--- src/design/gcd_pkg.sv ---
// ----------------------------------------------------------------------------
// gcd_pkg
// Shared types, widths and constants for the great circle distance core.
// ----------------------------------------------------------------------------
package gcd_pkg;

   // payload field widths
   localparam int LATW  = 24;
   localparam int LONW  = 25;
   localparam int DISTW = 22;

   // CORDIC step count
   localparam int STEPS = 24;

   // angle in 2^-24 degree, Q30 datapath, products, sqrt
   typedef logic signed [34:0] ang_type;
   typedef logic signed [33:0] xy_type;
   typedef logic signed [31:0] q_type;
   typedef logic signed [63:0] prod_type;
   typedef logic        [60:0] rem_type;
   typedef logic        [61:0] trial_type;
   typedef logic        [30:0] root_type;
   typedef logic        [31:0] zc_type;
   typedef logic        [35:0] t_type;
   typedef logic        [36:0] tr_type;

   localparam int ROOTW = 31;

   localparam ang_type ANG_FULL    = 35'sd6039797760;
   localparam ang_type ANG_HALF    = 35'sd3019898880;
   localparam ang_type ANG_QUARTER = 35'sd1509949440;

   localparam xy_type   CORDIC_X0 = 34'sd652032874;
   localparam q_type    Q30_ONE   = 32'sd1073741824;
   localparam prod_type Q30_HALF  = 64'sd536870912;
   localparam rem_type  Q60_ONE   = 61'h1000_0000_0000_0000;
   localparam tr_type   OUT_RND   = 37'd8192;

   // atan(2^-i) in 2^-24 degree
   localparam ang_type ATAN_TAB [STEPS] = '{
      35'sd754974720, 35'sd445687602, 35'sd235489088, 35'sd119537938,
      35'sd60000934,  35'sd30029717,  35'sd15018523,  35'sd7509720,
      35'sd3754917,   35'sd1877466,   35'sd938734,    35'sd469367,
      35'sd234684,    35'sd117342,    35'sd58671,     35'sd29335,
      35'sd14668,     35'sd7334,      35'sd3667,      35'sd1833,
      35'sd917,       35'sd458,       35'sd229,       35'sd115
   };

endpackage

--- src/design/gcd_isqrt.sv ---
// ----------------------------------------------------------------------------
// gcd_isqrt
// Floor square root, one root bit per stage, restoring form.
// The cosine rides along for the arccos stage.
// ----------------------------------------------------------------------------
module gcd_isqrt (
   input  logic              clock,
   input  logic              reset,
   input  logic              en,
   input  logic              vld_i,
   input  gcd_pkg::rem_type  rad_i,
   input  gcd_pkg::q_type    c_i,
   output logic              vld_o,
   output gcd_pkg::root_type root_o,
   output gcd_pkg::q_type    c_o
);

   localparam int N = gcd_pkg::ROOTW;

   logic              vld_ff [0:N-1];
   gcd_pkg::rem_type  rem_ff [0:N-1];
   gcd_pkg::root_type r_ff   [0:N-1];
   gcd_pkg::q_type    c_ff   [0:N-1];
   gcd_pkg::rem_type  rem_st [0:N-1];
   gcd_pkg::root_type r_st   [0:N-1];
   gcd_pkg::q_type    c_st   [0:N-1];

   assign rem_st[0] = rad_i;
   assign r_st[0]   = '0;
   assign c_st[0]   = c_i;

   // stage j decides root bit k = N-1-j
   for (genvar j = 0; j < N; j++) begin : g_bit
      localparam int K = N - 1 - j;
      gcd_pkg::trial_type trial;
      logic               take;

      if (j > 0) begin : g_fwd
         assign rem_st[j] = rem_ff[j-1];
         assign r_st[j]   = r_ff[j-1];
         assign c_st[j]   = c_ff[j-1];
      end

      // (r + 2^k)^2 - r^2 ; low bits of r are still zero
      assign trial = (gcd_pkg::trial_type'(r_st[j]) << (K + 1))
                   | (gcd_pkg::trial_type'(1) << (2 * K));
      assign take  = gcd_pkg::trial_type'(rem_st[j]) >= trial;

      always_ff @(posedge clock) begin
         if (en) begin
            rem_ff[j] <= take ? gcd_pkg::rem_type'(gcd_pkg::trial_type'(rem_st[j]) - trial)
                              : rem_st[j];
            r_ff[j]   <= take ? (r_st[j] | (gcd_pkg::root_type'(1) << K)) : r_st[j];
            c_ff[j]   <= c_st[j];
         end
      end
   end

   always_ff @(posedge clock) begin
      if (reset) begin
         for (int j = 0; j < N; j++) begin
            vld_ff[j] <= 1'b0;
         end
      end else if (en) begin
         vld_ff[0] <= vld_i;
         for (int j = 1; j < N; j++) begin
            vld_ff[j] <= vld_ff[j-1];
         end
      end
   end

   assign vld_o  = vld_ff[N-1];
   assign root_o = r_ff[N-1];
   assign c_o    = c_ff[N-1];

endmodule

--- config.mk ---
export PLATFORM = sky130hd
export DESIGN_NAME = gcd_isqrt
export DESIGN_NICKNAME = d
export VERILOG_FILES = /design/src/design/gcd_pkg.sv /design/src/design/gcd_isqrt.sv
export SDC_FILE = /design/constraint.sdc
export NUM_CORES = 2
export LEC_CHECK = 0
export BUFFER_PORTS_ARGS = -buffer_cell sky130_fd_sc_hd__buf_2
export CORE_MARGIN = 2
export CORE_UTILIZATION = 33
export CTS_BUF_LIST = sky130_fd_sc_hd__clkbuf_8
export DETAILED_ROUTE_END_ITERATION = 10
export MAX_ROUTING_LAYER = met4
export SLEW_MARGIN = 5
export SYNTH_ARGS = -nofsm -noshare
export SYNTH_HDL_FRONTEND = slang
export SYNTH_SLANG_ARGS = --single-unit
export TNS_END_PERCENT = 5
--- constraint.sdc ---
create_clock -name clock -period 3.8 [get_ports clock]
set_clock_uncertainty 0.1 [all_clocks]
set_input_delay 0.19 -clock clock [delete_from_list [all_inputs] [get_ports clock]]
set_output_delay 0.19 -clock clock [all_outputs]
set_load 0.005 [all_outputs]
==> impl_metrics.yaml <==
synthesis:
  syn-cell-area_um2: 143000
  ys_warn_count: 0
  yosys-top-cells-area: "edfxtp_1, ha_1, xnor2_1, xor2_1, a21oi_1"
  synth_top_area_share_pct: 70.4
  synth_ff_type: "edfxtp_1"
  synthArstFlopShare_pct: 0
  seq_area_frac_synth_pct: 70.4
  synth_top_cell_by_area: "edfxtp_1"
  syn-num-nets: 10604
  synth.distinct_cells: 93
  avgSynthCellArea_um2: 14.3
  synth-edff-count: 3349
  syn_inst: 9984
  synth.ff_latch_count: 3349
routing:
  via_per_inst: 4.73
  drtIter0Drc: 4540
  antenna_left: 0
  routedWlPerCell_um: 17.8
  totalWireLength_um: 309000
  drtPass1Iterations: 5
  route.vias.total: 81995
  drc: 0
cells_and_area:
  fin_util_pct: 38.8
  final_cell_mix: "edfxtp_1, inv_1, a21oi_1, nor2_1, nand2_1"
  mostFrequentLayoutCell: "edfxtp_1"
  layout-drive-gt1-share_pct: 13.1
  syn_to_final_growth_pct: 17.0
  nets: 11840
timing:
  finalHoldViolCount: 0
  rsz0062_at_grt: "yes"
  period_needed_ps: 3720
  max_slew_margin_pct: 39.1
  fmax_mhz: 269
  min_period_over_period_pct: 97.8
  tns_ps: 0
  setup_viol: 0
  worst_pin_slew_ps: 911
  finalMaxSlewViolations: 0
  fin_ws_ps: 82.6
setup_path:
  ff2ff_path_depth: 12
  start_kind: "flip-flop"
  path_max_fanout: 5
  required_ps: 4510
  crit_path_end_kind: "flip-flop"
  crit_type: "flip-flop to flip-flop"
  cp.arrival_ps: 4430
clock_tree:
  cts_buffer_depth: 4
  clk_latency_ps: 1200
  path_clk_slew_ps: 60
  cts.sinks: 3349
  cts-root-buf: "clkbuf_8"
  numCtsBuffers: 558
  tritoncts: "done"
  h-tree-depth: 6
  cts_setup_buffers: 0
pwr:
  max-vdd-ir-drop_mv: 0.408
  power_density_nw_per_um2: 576
  power_leakage_nw: 62.3
global_route:
  grt_pass1_wl_um: 472000
  antenna_found_initial: 8
  grt_max_degree: 146
  grt_pass1_vias: 84961
  grt.total_usage_pct: 14.2
  grt_overflow: 0
status:
  status: "completed"
place:
  numPortBuffers: 160
  pre_cts_slack_ps: -733
  gp_congestion: 0.917
  post-dp-hpwl_um: 225000
die:
  die_h_um: 662
  rows: 241
  ios: 161
  start_util_pct: 33.1
  coreArea_um2: 431000
  die_area_um2: 438000
  die_w_um: 662
hold_path:
  hold_depth: 2
  hold_path.class: "primary input to flip-flop"
run:
  drv_cap: 0
==> power breakdown <==
group          leakage [nW]  switching, mW  internal, mW
Sequential             32.4           2.67          45.9
Clock                  5.76           14.4          14.8
Combinational          24.1           10.4          8.03
==> layout make-up <==
cell class                      instances  area (µm²)
Inverter                              640        2410
Timing Repair Buffer                  898        7700
Tap cell                             5710        7140
Sequential cell                      3349      101000
Antenna cell                           13        32.5
Clock buffer                          562        7730
Multi-Input combinational cell       5773       39200
Fill cell                           40125      264000
Clock inverter                        395        2350
==> final timing paths <==
path,from,endpoint,slack [ps]
hold / removal,en,c_ff[0][0],160
setup reg to reg,r_ff[0][339],rem_ff[0][727],80
setup / recovery,r_ff[0][339],rem_ff[0][727],80
hold reg to reg,c_ff[1][126],c_ff[1][158],180
==> worst max-delay path, stage by stage (launching register included) <==
cell and delay, ps:
edfxtp_1 370, inv_1 50, ha_1 490, nand4_1 160
nor4_1 390, nand4_1 290, nor4_2 450, buf_4 180
nor4b_1 60, o211ai_1 180, and3b_1 340, nand3_1 120
xnor2_1 150
==> kinds of logic after synthesis <==
family	share of synthesized area, %
other cells	0.00263
flops	70.4
buf+inv	2.38
simple gates	9.54
fa+ha+maj	4.58
compound gates	7.60
xor+xnor	4.88
mux	0.592
==> cell usage after synthesis, drive strengths merged (64+ instances only) <==
cell    number
edfxtp    3349
inv        639
nor2       588
a21oi      584
nand2      568
ha         523
xnor2      431
o21ai      394
xor2       364
nor4       288
a21o       240
nor3       235
nand3      156
clkbuf     152
nand4      150
or3        107
o21a       106
nand2b      97
nor2b       85
buf         70
mux2        68
or4         64
==> stage by stage <==
step	power [mW]	cell area (µm²)	hold WS, ps	cells
floorplan	60.2	143000	189	9984
global placement	67.3	154000	267	16126
detailed placement	67.5	154000	268	16126
CTS	97.2	167000	1.66	17327
global route	101	167000	65.4	17340
finish	96.2	167000	162	17340
==> state kept, by name, indices dropped and copies added (netlist names) <==
signal / count
rem_ff: 1830
c_ff: 992
r_ff: 496
vld_ff: 31
==> what timing repair did <==
| item | in CTS | in global routing |
|---|---|---|
| pin swaps | 1 | 5 |
| setup endpoints to repair | 84 | 143 |
| hold endpoints to repair | 2888 | 0 |
| resized for setup | 14 | 42 |
| hold buffers | 244 | 0 |
==> routing by layer <==
layer,GRT usage [%],up-vias,wire (µm)
met5,-,-,0
met3,2.23,816,10200
met2,27.5,1634,172000
met1,13.0,39277,108000
met4,8.20,0,18800
li1,-,40268,-
Note: power is estimated with default switching activity, not from simulation.
